--- config.mk ---
export PLATFORM = sky130hd
export DESIGN_NAME = credential_base64_encoder
export DESIGN_NICKNAME = d
export VERILOG_FILES = /design/src/rtl/b64e_pkg.sv /design/src/rtl/b64e_core.sv /design/src/rtl/b64e_drain.sv /design/src/rtl/credential_base64_encoder.sv
export SDC_FILE = /design/constraint.sdc
export NUM_CORES = 1
export LEC_CHECK = 0
export ABC_CLOCK_PERIOD_IN_PS = 4400
export BUFFER_PORTS_ARGS = -buffer_cell sky130_fd_sc_hd__buf_4
export CORE_MARGIN = 2
export CORE_UTILIZATION = 45
export CTS_CLUSTER_SIZE = 10
export DETAILED_ROUTE_END_ITERATION = 16
export HOLD_SLACK_MARGIN = 0.06
export PLACE_DENSITY = 0.7
export SYNTH_ARGS = -nofsm -noshare
export SYNTH_HDL_FRONTEND = slang
export SYNTH_SLANG_ARGS = --single-unit
--- constraint.sdc ---
create_clock -name clk -period 4.4 [get_ports clk]
set_input_delay 0.88 -clock clk [delete_from_list [all_inputs] [get_ports clk]]
set_output_delay 0.88 -clock clk [all_outputs]
set_load 0.01 [all_outputs]
--- src/rtl/b64e_pkg.sv ---
// Shared types, codes and the character table of the credential Base64 encoder.
`default_nettype none

package b64e_pkg;

  // Function codes of an input item
  localparam logic [1:0] FN_NAME   = 2'd0;
  localparam logic [1:0] FN_PASS   = 2'd1;
  localparam logic [1:0] FN_FINISH = 2'd2;

  // Characters and limits
  localparam logic [7:0]  CH_PAD      = 8'h3D;  // '='
  localparam logic [7:0]  CH_COLON    = 8'h3A;  // ':'
  localparam logic [7:0]  CH_PLUS     = 8'h2B;  // '+'
  localparam logic [7:0]  CH_SLASH    = 8'h2F;  // '/'
  localparam logic [11:0] LEN_MAX     = 12'hFFF;
  localparam int          TEXT_BUFFER_SIZE = 1024;
  localparam logic [11:0] LIMIT_CAP   = 12'(TEXT_BUFFER_SIZE - 1);

  // One encoded group handed to the drain stage
  typedef struct packed {
    logic [3:0][7:0] chars;   // chars[0] goes out first
    logic [2:0]      count;   // results held, 1 to 4
    logic            last;    // final result closes the run
    logic            empty;   // finish marker without a character
    logic [11:0]     length;  // encoded length of the run
  } b64e_grp_t;

  // Map a six-bit code to its Base64 character
  function automatic logic [7:0] b64_char(input logic [5:0] code);
    logic [7:0] wide;
    wide = {2'b00, code};
    if (code < 6'd26)      b64_char = 8'(wide + 8'h41);
    else if (code < 6'd52) b64_char = 8'(wide + 8'h47);
    else if (code < 6'd62) b64_char = 8'(wide - 8'd4);
    else if (code == 6'd62) b64_char = CH_PLUS;
    else                   b64_char = CH_SLASH;
  endfunction

endpackage

`default_nettype wire

--- src/rtl/b64e_core.sv ---
// Input register, run state and group encoding of the credential Base64 encoder.
`default_nettype none

module b64e_core
  import b64e_pkg::*;
(
  input  wire logic        clk,
  input  wire logic        rst_n,
  input  wire logic        in_valid,
  output logic             in_stall,
  input  wire logic [1:0]  in_func,
  input  wire logic [7:0]  in_data_byte,
  input  wire logic        cfg_wr_en,
  input  wire logic [9:0]  cfg_wr_data,
  input  wire logic        buf_ready,
  output logic             grp_valid,
  output b64e_grp_t        grp
);

  typedef struct packed {
    logic [15:0] b;
    logic [1:0]  c;
    logic        full;
    logic [23:0] abc;
  } push_t;

  // Append one byte to the open group
  function automatic push_t push_one(input logic [15:0] pb, input logic [1:0] pc,
                                     input logic [7:0] v);
    push_t r;
    r = '0;
    case (pc)
      2'd0: begin
        r.b = {v, 8'h00};
        r.c = 2'd1;
      end
      2'd1: begin
        r.b = {pb[15:8], v};
        r.c = 2'd2;
      end
      default: begin
        r.full = 1'b1;
        r.abc  = {pb, v};
      end
    endcase
    return r;
  endfunction

  logic        in_valid_r;
  logic [1:0]  func_r;
  logic [7:0]  byte_r;
  logic [9:0]  limit_r;
  logic [15:0] pend_r, pend_nxt;
  logic [1:0]  pcnt_r, pcnt_nxt;
  logic        colon_r, colon_nxt;
  logic [11:0] emit_r, emit_nxt;
  logic [11:0] len_r, len_nxt;
  logic        take;
  logic        is_fin;
  logic        grp_full;
  logic [2:0]  n_chars;
  b64e_grp_t   grp_c;

  // Encode the item held in the input register
  always_comb begin : encode
    push_t       p;
    logic        colon_push;
    logic        do_first;
    logic        do_second;
    logic [7:0]  first_byte;
    logic [15:0] st_b;
    logic [1:0]  st_c;
    logic [23:0] abc;
    logic [1:0]  fill;
    logic [12:0] len_sum;
    logic [11:0] len_g;
    logic [11:0] limit;
    logic [11:0] room;
    logic [7:0]  c2;
    logic [7:0]  c3;

    is_fin     = (func_r == FN_FINISH);
    colon_push = ((func_r == FN_PASS) || is_fin) && !colon_r;
    do_first   = (func_r == FN_NAME) || (func_r == FN_PASS) || (is_fin && colon_push);
    do_second  = (func_r == FN_PASS) && colon_push;
    first_byte = colon_push ? CH_COLON : byte_r;

    st_b     = pend_r;
    st_c     = pcnt_r;
    grp_full = 1'b0;
    abc      = '0;
    fill     = 2'd0;
    p        = '0;

    if (do_first) begin
      p        = push_one(st_b, st_c, first_byte);
      st_b     = p.b;
      st_c     = p.c;
      grp_full = p.full;
      abc      = p.abc;
    end
    if (do_second) begin
      p    = push_one(st_b, st_c, byte_r);
      st_b = p.b;
      st_c = p.c;
      if (p.full) begin
        grp_full = 1'b1;
        abc      = p.abc;
      end
    end
    // Pad an open group at finish
    if (is_fin) begin
      if (st_c == 2'd1) begin
        grp_full = 1'b1;
        abc      = {st_b[15:8], 16'h0000};
        fill     = 2'd2;
      end else if (st_c == 2'd2) begin
        grp_full = 1'b1;
        abc      = {st_b, 8'h00};
        fill     = 2'd1;
      end
    end

    // Count the group into the length, saturating
    len_sum = {1'b0, len_r} + 13'd4;
    len_g   = grp_full ? (len_sum[12] ? LEN_MAX : len_sum[11:0]) : len_r;

    // Characters still allowed in this run
    limit = ({2'b00, limit_r} < LIMIT_CAP) ? {2'b00, limit_r} : LIMIT_CAP;
    room  = (emit_r >= limit) ? 12'd0 : 12'(limit - emit_r);
    if (!grp_full)          n_chars = 3'd0;
    else if (room >= 12'd4) n_chars = 3'd4;
    else                    n_chars = room[2:0];

    c2 = (fill == 2'd2) ? CH_PAD : b64_char({abc[11:8], abc[7:6]});
    c3 = (fill != 2'd0) ? CH_PAD : b64_char(abc[5:0]);

    grp_c.chars[0] = b64_char(abc[23:18]);
    grp_c.chars[1] = b64_char({abc[17:16], abc[15:12]});
    grp_c.chars[2] = c2;
    grp_c.chars[3] = c3;
    grp_c.count    = n_chars;
    grp_c.last     = is_fin;
    grp_c.empty    = 1'b0;
    grp_c.length   = len_g;
    // Finish with nothing to show gives a bare marker
    if (is_fin && (n_chars == 3'd0)) begin
      grp_c.chars = '0;
      grp_c.count = 3'd1;
      grp_c.empty = 1'b1;
    end

    // Next run state
    pend_nxt  = st_b;
    pcnt_nxt  = st_c;
    colon_nxt = colon_r | colon_push;
    emit_nxt  = 12'(emit_r + {9'd0, n_chars});
    len_nxt   = len_g;
    if (is_fin) begin
      pend_nxt  = '0;
      pcnt_nxt  = '0;
      colon_nxt = 1'b0;
      emit_nxt  = '0;
      len_nxt   = '0;
    end else if (!do_first) begin
      pend_nxt  = pend_r;
      pcnt_nxt  = pcnt_r;
      colon_nxt = colon_r;
      emit_nxt  = emit_r;
      len_nxt   = len_r;
    end
  end

  // Advance when the item has nothing to hand over or the drain stage can take it
  assign take      = in_valid_r && (((n_chars == 3'd0) && !is_fin) || buf_ready);
  assign in_stall  = in_valid_r && !take;
  assign grp_valid = take && ((n_chars != 3'd0) || is_fin);
  assign grp       = grp_c;

  // Input register
  always_ff @(posedge clk) begin
    if (!rst_n) begin
      in_valid_r <= 1'b0;
    end else if (!in_stall) begin
      in_valid_r <= in_valid;
    end
    if (in_valid && !in_stall) begin
      func_r <= in_func;
      byte_r <= in_data_byte;
    end
  end

  // Run state and limit register
  always_ff @(posedge clk) begin
    if (!rst_n) begin
      limit_r <= 10'd1023;
      pend_r  <= '0;
      pcnt_r  <= '0;
      colon_r <= 1'b0;
      emit_r  <= '0;
      len_r   <= '0;
    end else begin
      if (cfg_wr_en) begin
        limit_r <= cfg_wr_data;
      end
      if (take) begin
        pend_r  <= pend_nxt;
        pcnt_r  <= pcnt_nxt;
        colon_r <= colon_nxt;
        emit_r  <= emit_nxt;
        len_r   <= len_nxt;
      end
    end
  end

endmodule

`default_nettype wire

--- src/rtl/b64e_drain.sv ---
// Result register that shifts a group's characters out one per cycle while out_stall is low.
`default_nettype none

module b64e_drain
  import b64e_pkg::*;
(
  input  wire logic        clk,
  input  wire logic        rst_n,
  input  wire logic        grp_valid,
  input  wire b64e_grp_t   grp,
  output logic             buf_ready,
  output logic             out_valid,
  input  wire logic        out_stall,
  output logic [7:0]       out_text_char,
  output logic             out_is_last,
  output logic             out_is_empty,
  output logic [11:0]      out_total_length
);

  logic [3:0][7:0] chars_r;
  logic [2:0]      cnt_r;
  logic            last_r;
  logic            empty_r;
  logic [11:0]     len_r;
  logic            pop;

  assign out_valid        = (cnt_r != 3'd0);
  assign pop              = out_valid && !out_stall;
  assign buf_ready        = (cnt_r == 3'd0) || ((cnt_r == 3'd1) && !out_stall);
  assign out_text_char    = chars_r[0];
  assign out_is_last      = last_r && (cnt_r == 3'd1);
  assign out_is_empty     = empty_r;
  assign out_total_length = len_r;

  // Load a new group or shift the next character forward
  always_ff @(posedge clk) begin
    if (!rst_n) begin
      cnt_r <= '0;
    end else if (grp_valid) begin
      cnt_r <= grp.count;
    end else if (pop) begin
      cnt_r <= 3'(cnt_r - 3'd1);
    end
    if (grp_valid) begin
      chars_r <= grp.chars;
      last_r  <= grp.last;
      empty_r <= grp.empty;
      len_r   <= grp.length;
    end else if (pop) begin
      chars_r <= {8'h00, chars_r[3:1]};
    end
  end

endmodule

`default_nettype wire

--- src/rtl/credential_base64_encoder.sv ---
// Top level of the credential Base64 encoder: encoding core and drain register.
//
//   channel  | ports                                          | direction
//   ---------+------------------------------------------------+----------
//   in       | in_valid, in_stall, in_func, in_data_byte      | to block
//   out      | out_valid, out_stall, out_text_char,           | from block
//            | out_is_last, out_is_empty, out_total_length    |
//   cfg      | cfg_wr_en, cfg_wr_data (char_limit)            | to block
//
// A byte item that leaves its group open never waits in the input register. An
// item that completes or pads a group loads up to four characters into the drain
// register; a new group is taken as the last character leaves.
// A result passes through the input register and then the drain register.
// Reset is synchronous and clears the run state and sets char_limit to 1023.
// out_stall freezes the drain register and, when it is busy, any item with output.
`default_nettype none

module credential_base64_encoder
  import b64e_pkg::*;
(
  input  wire logic        clk,
  input  wire logic        rst_n,
  input  wire logic        in_valid,
  output logic             in_stall,
  input  wire logic [1:0]  in_func,
  input  wire logic [7:0]  in_data_byte,
  output logic             out_valid,
  input  wire logic        out_stall,
  output logic [7:0]       out_text_char,
  output logic             out_is_last,
  output logic             out_is_empty,
  output logic [11:0]      out_total_length,
  input  wire logic        cfg_wr_en,
  input  wire logic [9:0]  cfg_wr_data
);

  logic      grp_valid;
  logic      buf_ready;
  b64e_grp_t grp;

  b64e_core u_core (
    .clk          (clk),
    .rst_n        (rst_n),
    .in_valid     (in_valid),
    .in_stall     (in_stall),
    .in_func      (in_func),
    .in_data_byte (in_data_byte),
    .cfg_wr_en    (cfg_wr_en),
    .cfg_wr_data  (cfg_wr_data),
    .buf_ready    (buf_ready),
    .grp_valid    (grp_valid),
    .grp          (grp)
  );

  b64e_drain u_drain (
    .clk              (clk),
    .rst_n            (rst_n),
    .grp_valid        (grp_valid),
    .grp              (grp),
    .buf_ready        (buf_ready),
    .out_valid        (out_valid),
    .out_stall        (out_stall),
    .out_text_char    (out_text_char),
    .out_is_last      (out_is_last),
    .out_is_empty     (out_is_empty),
    .out_total_length (out_total_length)
  );

`ifndef SYNTH
  // A group is only handed over when the drain register has room
  a_grp_room: assert property (@(posedge clk) disable iff (!rst_n)
    grp_valid |-> buf_ready)
    else $error("group handed to a busy drain register");

  // A handed-over group shows a result in the next cycle
  a_grp_shown: assert property (@(posedge clk) disable iff (!rst_n)
    grp_valid |=> out_valid)
    else $error("group lost in the drain register");

  // A bare finish marker carries no character and closes the run
  a_empty_mark: assert property (@(posedge clk) disable iff (!rst_n)
    (out_valid && out_is_empty) |-> (out_is_last && (out_text_char == 8'h00)))
    else $error("empty result is not a clean finish marker");
`endif

endmodule

`default_nettype wire

[Word level (Yosys, flattened, before mapping)]
Cells that the tools add are included.
Storage, ports and cells
  flip-flop bits (word level): 113
  logic and storage cells: 163
Operators by class
  bitwise operators: 1
  $add $sub $neg: 16
  reduce and logical (&&, ||, !) cells: 36
  order comparisons: 15
  eq/ne operators: 12
  mux-type cells: 66
Operator list (number)
  2-to-1 mux 24 bit: 6
  2-to-1 mux 8 bit: 15
  2-to-1 mux 12 bit: 7
  2-to-1 mux 25 bit: 3
  case mux 18 bit (2 select lines): 2
  adder 6 x 7 -> 8 bit, second input constant: 8
  2-to-1 mux 16 bit: 4
  2-to-1 mux 32 bit: 2
  < comparator 6 bit, second input constant: 8
  2-to-1 mux 35 bit: 1
  subtractor 6 x 3 -> 7 bit, second input constant: 4
  equality test 6 bit, second input constant: 4
  < comparator 6 x 5 -> 1 bit, second input constant: 4
  2-to-1 mux 3 bit: 8
  2-to-1 mux 18 bit: 1
  adder 12 x 3 -> 13 bit, second input constant: 1
  adder 12 x 3 -> 12 bit: 1
  >= comparator 12 bit: 1
  >= comparator 12 x 3 -> 1 bit, second input constant: 1
  logical AND 1 bit: 12
  2-to-1 mux 2 bit: 6
  subtractor 12 bit: 1
  < comparator 10 bit, second input constant: 1
  2-to-1 mux 1 bit: 10
  other kinds (14): 35

[Longest topological paths before layout]
  depth in word-level cells: 25
  gate-level depth with buffers: 18
  mapped depth without buffers: 18

[Modules after synthesis]
A second synthesis with hierarchy kept.
Unflattened totals
  cells, all modules: 924
  area total of the unflattened synthesis: 8104.0 sq um
By module, submodules not included
  b64e_core: area an instance 6077.1 sq um, cells each 803, times used 1, seq. area each 1381.3 sq um
  b64e_drain: area an instance 2026.9 sq um, cells each 121, times used 1, seq. area each 1441.4 sq um

[Worst setup path before layout]
No wires, ideal clock.
  kind: reg-to-reg
  start point: reg u_core.emit_r[0]
  end point: reg u_drain.cnt_r[1]
  path slack: 785 ps
  arrival time: 3495 ps
  stages on the path, launching flop included: 13
  path buffers: 1
  library setup time: 120 ps
  clock period less this slack: 3615 ps
  cells stage by stage: dfxtp_1 -> ha_1 -> inv_1 -> fa_1 -> a211oi_2 -> o31a_1 -> o211ai_1 -> a2111oi_4 -> and4_4 -> or2_1 -> buf_2 -> nand2_1 -> o211a_1
Between the ends
  cells in the longest elaborated chain, start to end: 11
  elaborated cells on any way between the ends: 17
  those cells by class: 1 x add/sub; 2 x order compare; 5 x mux; 9 x reduce/logical
RTL lines
  start: declaration: RTL line b64e_core.sv:56  | logic [11:0] emit_r, emit_nxt;
  start signal: assignment: RTL line b64e_core.sv:210  | emit_r <= emit_nxt;
  subtractor 12 bit / >= comparator 12 bit (equally long branches): RTL line b64e_core.sv:130  | room = (emit_r >= limit) ? 12'd0 : 12'(limit - emit_r);
  2-to-1 mux 12 bit (*): RTL line b64e_core.sv:130
  >= comparator 12 x 3 -> 1 bit: RTL line b64e_core.sv:132  | else if (room >= 12'd4) n_chars = 3'd4;
  2-to-1 mux 3 bit (*): RTL line b64e_core.sv:132
  2-to-1 mux 3 bit (*): RTL line b64e_core.sv:131  | if (!grp_full) n_chars = 3'd0;
  logical NOT 3 bit: RTL line b64e_core.sv:147, b64e_core.sv:175
  logical AND 1 bit: RTL line b64e_core.sv:175  | assign take = in_valid_r && (((n_chars == 3'd0) && !is_fin) || buf_ready);
  logical OR 1 bit: RTL line b64e_core.sv:175
  logical AND 1 bit: RTL line b64e_core.sv:175
  logical AND 1 bit: RTL line b64e_core.sv:177  | assign grp_valid = take && ((n_chars != 3'd0) || is_fin);
  2-to-1 mux 3 bit / nonzero test 2 bit (equally long branches)
  end signal: assignment: RTL line b64e_drain.sv:40  | cnt_r <= grp.count;
  end signal: assignment: RTL line b64e_drain.sv:42  | cnt_r <= 3'(cnt_r - 3'd1);
  end: declaration: RTL line b64e_drain.sv:21  | logic [2:0] cnt_r;
Every way passes the cells marked *; elsewhere a longest branch is shown, timed or not.
A chain may end at the register's enable or synchronous reset.

[Worst setup path in the final report]
  start point: reg u_core.func_r[1]
  end point: out in_stall
Between the ends
  cells in the longest elaborated chain, start to end: 22
  elaborated cells on any way between the ends: 33
  those cells by class: 5 x eq/ne; 12 x mux; 16 x reduce/logical
RTL lines
  start: declaration: RTL line b64e_core.sv:50  | logic [1:0] func_r;
  start signal: assignment: RTL line b64e_core.sv:188  | func_r <= in_func;
  equality test 2 x 1 -> 1 bit / equality test 2 bit (equally long branches)
  logical OR 1 bit: RTL line b64e_core.sv:83  | colon_push = ((func_r == FN_PASS) || is_fin) && !colon_r;
  logical AND 1 bit: RTL line b64e_core.sv:83
  logical AND 1 bit: RTL line b64e_core.sv:84  | do_first = (func_r == FN_NAME) || (func_r == FN_PASS) || (is_fin && colon_push);
  logical OR 1 bit: RTL line b64e_core.sv:84
  2-to-1 mux 2 bit: RTL line b64e_core.sv:95  | if (do_first) begin
  equality test 2 x 1 -> 1 bit / logical NOT 2 bit (equally long branches): RTL line b64e_core.sv:32  | case (pc)
  OR reduction 2 bit (no line)
  (+6 left out)
  2-to-1 mux 1 bit: RTL line b64e_core.sv:112  | if (is_fin) begin
  2-to-1 mux 3 bit: RTL line b64e_core.sv:131
  logical NOT 3 bit: RTL line b64e_core.sv:175
  logical AND 1 bit (*): RTL line b64e_core.sv:175
  logical OR 1 bit (*): RTL line b64e_core.sv:175
  logical AND 1 bit (*): RTL line b64e_core.sv:175
  logical NOT 1 bit (*): RTL line b64e_core.sv:176  | assign in_stall = in_valid_r && !take;
  logical AND 1 bit (*): RTL line b64e_core.sv:176
  end: declaration: RTL line credential_base64_encoder.sv:24  | output logic in_stall,
Every way passes the cells marked *; elsewhere a longest branch is shown, timed or not. The select of a mux whose other input is x is not followed.

==> summary by stage <==
Outcome
The run finished with clean final reports.

Power
VDD sags by at most approximately 0.00030 V. The part of the total power dissipated in sequential elements is about two fifths. Cell internal power was estimated by the tool at 2.47 mW.

Of the total power, the share spent switching nets is approximately a third. The power share of the combinational group is about a quarter. The standby leakage power is 3.52 nW. The switching power of the nets is roughly 1.1 mW.

Dividing total power by cell area gives a power density of roughly 400 nW/um^2. The part of the power in the clock network is between 30% and 40%.

Die
Pin placement for this block handled just under 50 I/O pins. The initial utilization of the core area, before any placement, comes to ~46%. The floorplan die area is between 15000 and 20000 sq um. The die extent in y is roughly 140 microns. The total core area is 17300 sq um.

The horizontal extent of the die is 137 microns. The count of standard-cell rows is 48.

Synth
Counting flops and latches in the post-synthesis netlist gives around 110. Counting flops with an async set or reset pin after synthesis yields a share of 0%. The total nets after synthesis is around 1000. The mean instance size in the synthesized netlist is 8.80 sq um.

The post-synth design cell area is ~8000 sq um. The number of enable flip-flop cells after synthesis is between 50 and 60. The sequential fraction of the synthesis area is between 30% and 40%. In this run the biggest area consumer among cell types represents around a fifth of the synthesized area.

Ranked by total cell area, the synthesized netlist is headed by sky130_fd_sc_hd__edfxtp_1 (21%), sky130_fd_sc_hd__dfxtp_1 (14%), sky130_fd_sc_hd__ha_1 (6.9%). The dominant synthesized flop cell is sky130_fd_sc_hd__dfxtp_1. In this run, distinct cell masters in the synthesized netlist total slightly below 90. The biggest area contributor in the post-synthesis netlist is sky130_fd_sc_hd__edfxtp_1. The yosys synthesis warning count is 0. The number of instances in the synthesized netlist is ~910.

Global route
The pin count of the biggest net entering global routing is 33. The via count of the first global-routing pass came to about 6600. The global-route wire length before repair is 33500 microns.

After global routing the overflow that remains totals 0. The number of antenna violations at the first check in global routing is 0. The total routing usage reported by global routing is 22.8%.

Setup path
In this run the number of cells on the critical path is 10. The critical path class is reg -> out. The required time at the worst-slack endpoint is between 3 and 4 ns.

The critical path arrival is approximately 3.3 ns. The worst setup path is launched from a flip-flop. The maximum net fanout on the critical path is 8. The capturing element type of the critical path is a primary output. For the worst flop-to-flop path, the logic depth is 15. The worst-path cell with the longest stage delay is sky130_fd_sc_hd__a221oi_4. The end of the worst register-to-register path is u_core.emit_r[7]$_SDFFE_PN0P_. In this design, the stage delay of the slowest critical-path cell is 0.44 ns.

The kind of cell with the highest combined delay along the critical path is simple AND/OR/NAND/NOR gates. The capture point of the worst path is in_stall. Together, buffers and inverters on the worst path number 2. The worst register-to-register path has a setup slack of approximately 0.38 ns. The signal on the critical path passes through inv_1 > ha_1 > nand3b_1 > nand3_1 > and3_2 > nand2_2 > a221oi_4 > o22ai_2 > nor3_2 > buf_4. The reg-to-reg startpoint is u_core.emit_r[1]$_SDFFE_PN0P_.

The beginning of the critical path is u_core.func_r[1]$_DFFE_PP_.

Clock tree
The number of sinks on the clock net is between 100 and 150. The maximum buffer depth of the clock tree is 2. The H-tree depth is 4.

TritonCTS built the clock tree. The number of clock buffers added by TritonCTS is 17. After clock tree synthesis, the clock-pin slew on the worst setup and hold paths is about 0.05 ns.

Clock latency on the worst-skew pair, taken at its later pin, is roughly 0.42 ns. The cell sitting at the root of the clock tree is a sky130_fd_sc_hd__clkbuf_16.

STA
The minimum period implied by the final worst setup slack is slightly above 4 ns. The fraction of the cycle the final worst path needs is 94.0%. The number of max-slew violations in the final report is 0. The headroom to the max-slew limit is 25.2%. After routing, the total negative slack on setup checks comes to 0 ns. Setup violations remaining at the end of the flow were counted as 0. For the pin with the worst max-slew slack, the measured transition is 1.12 ns. The total count of hold-check failures in the final report was 0. The smallest setup slack after layout is around 0.26 ns. The highest clock frequency the design can meet is approximately 240 MHz. The worst clock skew is 0.00595 ns.

Setup repair after global routing left no endpoint under its margin. The tightest hold path in the finished design has a slack of 0.464 ns.

Route
The first-pass iteration count of the detailed router is 5. The initial DRC count is ~670. The count of nets left with antenna violations once routing finished came out at 0.

The count of vias placed by the detailed router is 7080. The total wire length is just over 20000 microns. The average via count per standard cell is approximately 6.0.

For this run, design rule violations remaining after detail routing come to 0. The average routed wire per standard cell is 17.7 microns.

Placed design
The HPWL after detailed placement is between 10000 and 15000 microns. In this run the tool buffered the top-level ports with 48 buffer cells. At the end of routability-driven placement, the weighted congestion stood at roughly 0.96. Timing analysis after detailed placement gives a worst setup slack of 0.310 ns.

Worst hold path
The tightest min-delay check is of the reg -> reg type.

Cells and area
The number of antenna diodes in the final layout is 0. The post-layout net count is about 1000. Compared with the post-synthesis result, the final layout area differs by 13.2%. Cells with a size suffix above 1 make up ~16% of the layout.

Job
Across the run, the number of max-cap violations was 0.
-- cell usage after synthesis (all sizes together) (4+ instances only) --
library cell and count:
a211oi 18, xor2 8, mux2 4, nand4 13
nor3 20, o21a 8, nand2 103, o211ai 10
a32oi 4, nand2b 11, o211a 4, and3 12
or2 9, a311oi 9, dfxtp 57, edfxtp 56
inv 57, o21ai 54, mux2i 20, a2bb2oi 4
a22o 11, nor2 66, nand3 25, buf 31
nor2b 8, o22ai 8, clkbuf 26, o31ai 11
a31o 4, a21oi 71, a22oi 10, or4 4
a211o 6, a32o 12, a31oi 8, xnor2 13
ha 44, and2 6, o221ai 6, a21o 12
-- how the worst min path moves through the flow --
stage | startpoint | to | slack [ns] | cells after the start
2_1_floorplan | u_core.len_r[0]$_SDFFE_PN0P_ | u_core.len_r[0]$_SDFFE_PN0P_ | 0.43 | 2
6_report | u_core.len_r[1]$_SDFFE_PN0P_ | u_core.len_r[1]$_SDFFE_PN0P_ | 0.46 | 2
5_1_grt | u_core.len_r[0]$_SDFFE_PN0P_ | u_core.len_r[0]$_SDFFE_PN0P_ | 0.48 | 2
3_5_place_dp | u_core.len_r[1]$_SDFFE_PN0P_ | u_core.len_r[1]$_SDFFE_PN0P_ | 0.45 | 2
4_1_cts | u_core.len_r[1]$_SDFFE_PN0P_ | u_core.len_r[1]$_SDFFE_PN0P_ | 0.46 | 2
3_3_place_gp | u_core.len_r[0]$_SDFFE_PN0P_ | u_core.len_r[0]$_SDFFE_PN0P_ | 0.44 | 2
-- metal layers --
| layer | track usage, % | wire length [microns] | vias up |
|---|---|---|---|
| met5 | 0 | 0 | - |
| met4 | 8.30 | 386 | 0 |
| met3 | 4.74 | 1190 | 30 |
| met2 | 37.9 | 10000 | 236 |
| met1 | 29.2 | 9100 | 3381 |
| li1 | - | - | 3433 |
-- sequential cells by signal, summed over array words and instances (netlist names) --
register,flops
u_core.pcnt_r,2
u_core.pend_r,16
u_drain.out_is_empty,1
u_core.byte_r,8
u_core.len_r,12
u_core.limit_r,10
u_core.colon_r,1
u_drain.cnt_r,3
u_drain.out_text_char,8
u_core.emit_r,12
u_drain.chars_r,24
u_drain.last_r,1
u_core.func_r,2
u_drain.out_total_length,12
u_core.in_valid_r,1
-- tightest hold or removal path, delay by kind of cell, from the launching register on --
family          cells  cell delay (ns)
compound gates      1             0.05
simple gates        1             0.07
flops               1             0.31
-- logic make-up (layout without fill, tap and decap cells) --
logic type	Yosys count	in the layout	synth area share, %
AND/OR/NAND/NOR	292	292	17.7
multiplexers	24	24	3.12
flip-flops	113	113	35.4
buffers and inverters	114	157	6.66
XOR/XNOR	21	21	2.31
adder cells (fa/ha/maj)	46	46	7.41
AO/OA/AOI/OAI	296	296	27.4
-- repair_timing --
item / in CTS / in global routing
resized for setup: 0 / 4
setup buffers: 0 / 0
endpoints found under the setup margin: 0 / 6
hold buffers: 0 / 0
-- through the flow --
stage / instances / instance area, sq um / total power, mW / util (%)
after global routing: 1174 / 9020 / 3.78 / 52.1
after CTS: 1174 / 9010 / 3.62 / 52.1
final: 1174 / 9020 / 3.61 / 52.1
after global placement: 1142 / 8460 / 2.32 / 48.9
after detailed placement: 1142 / 8460 / 2.33 / 48.9
after floorplan: 906 / 7970 / 2.07 / -
-- power groups by stage --
stage / Sequential (mW) / Combinational, mW / Clock [mW]
floorplan: 1.41 / 0.667 / 0
global placement: 1.44 / 0.886 / 0
detailed placement: 1.44 / 0.893 / 0
CTS: 1.42 / 0.897 / 1.30
global route: 1.44 / 0.996 / 1.35
finish: 1.42 / 0.905 / 1.28
-- layout by cell type, fill, tap and decap left out, drive strengths merged, types with 25 or more instances in the layout --
cell / instances
o21ai: 54
buf: 68
nor2: 66
edfxtp: 56
dfxtp: 57
nand3: 25
inv: 58
ha: 44
nand2: 103
a21oi: 71
-- area by class of cell --
type,instances,area [sq um]
Clock buffer,20,458
Clock inverter,12,88.8
Fill cell,1622,8280
Inverter,57,214
Multi-Input combinational cell,679,4630
Sequential cell,113,2820
Tap cell,225,282
Timing Repair Buffer,68,523
(Power assumes the default switching activity.)
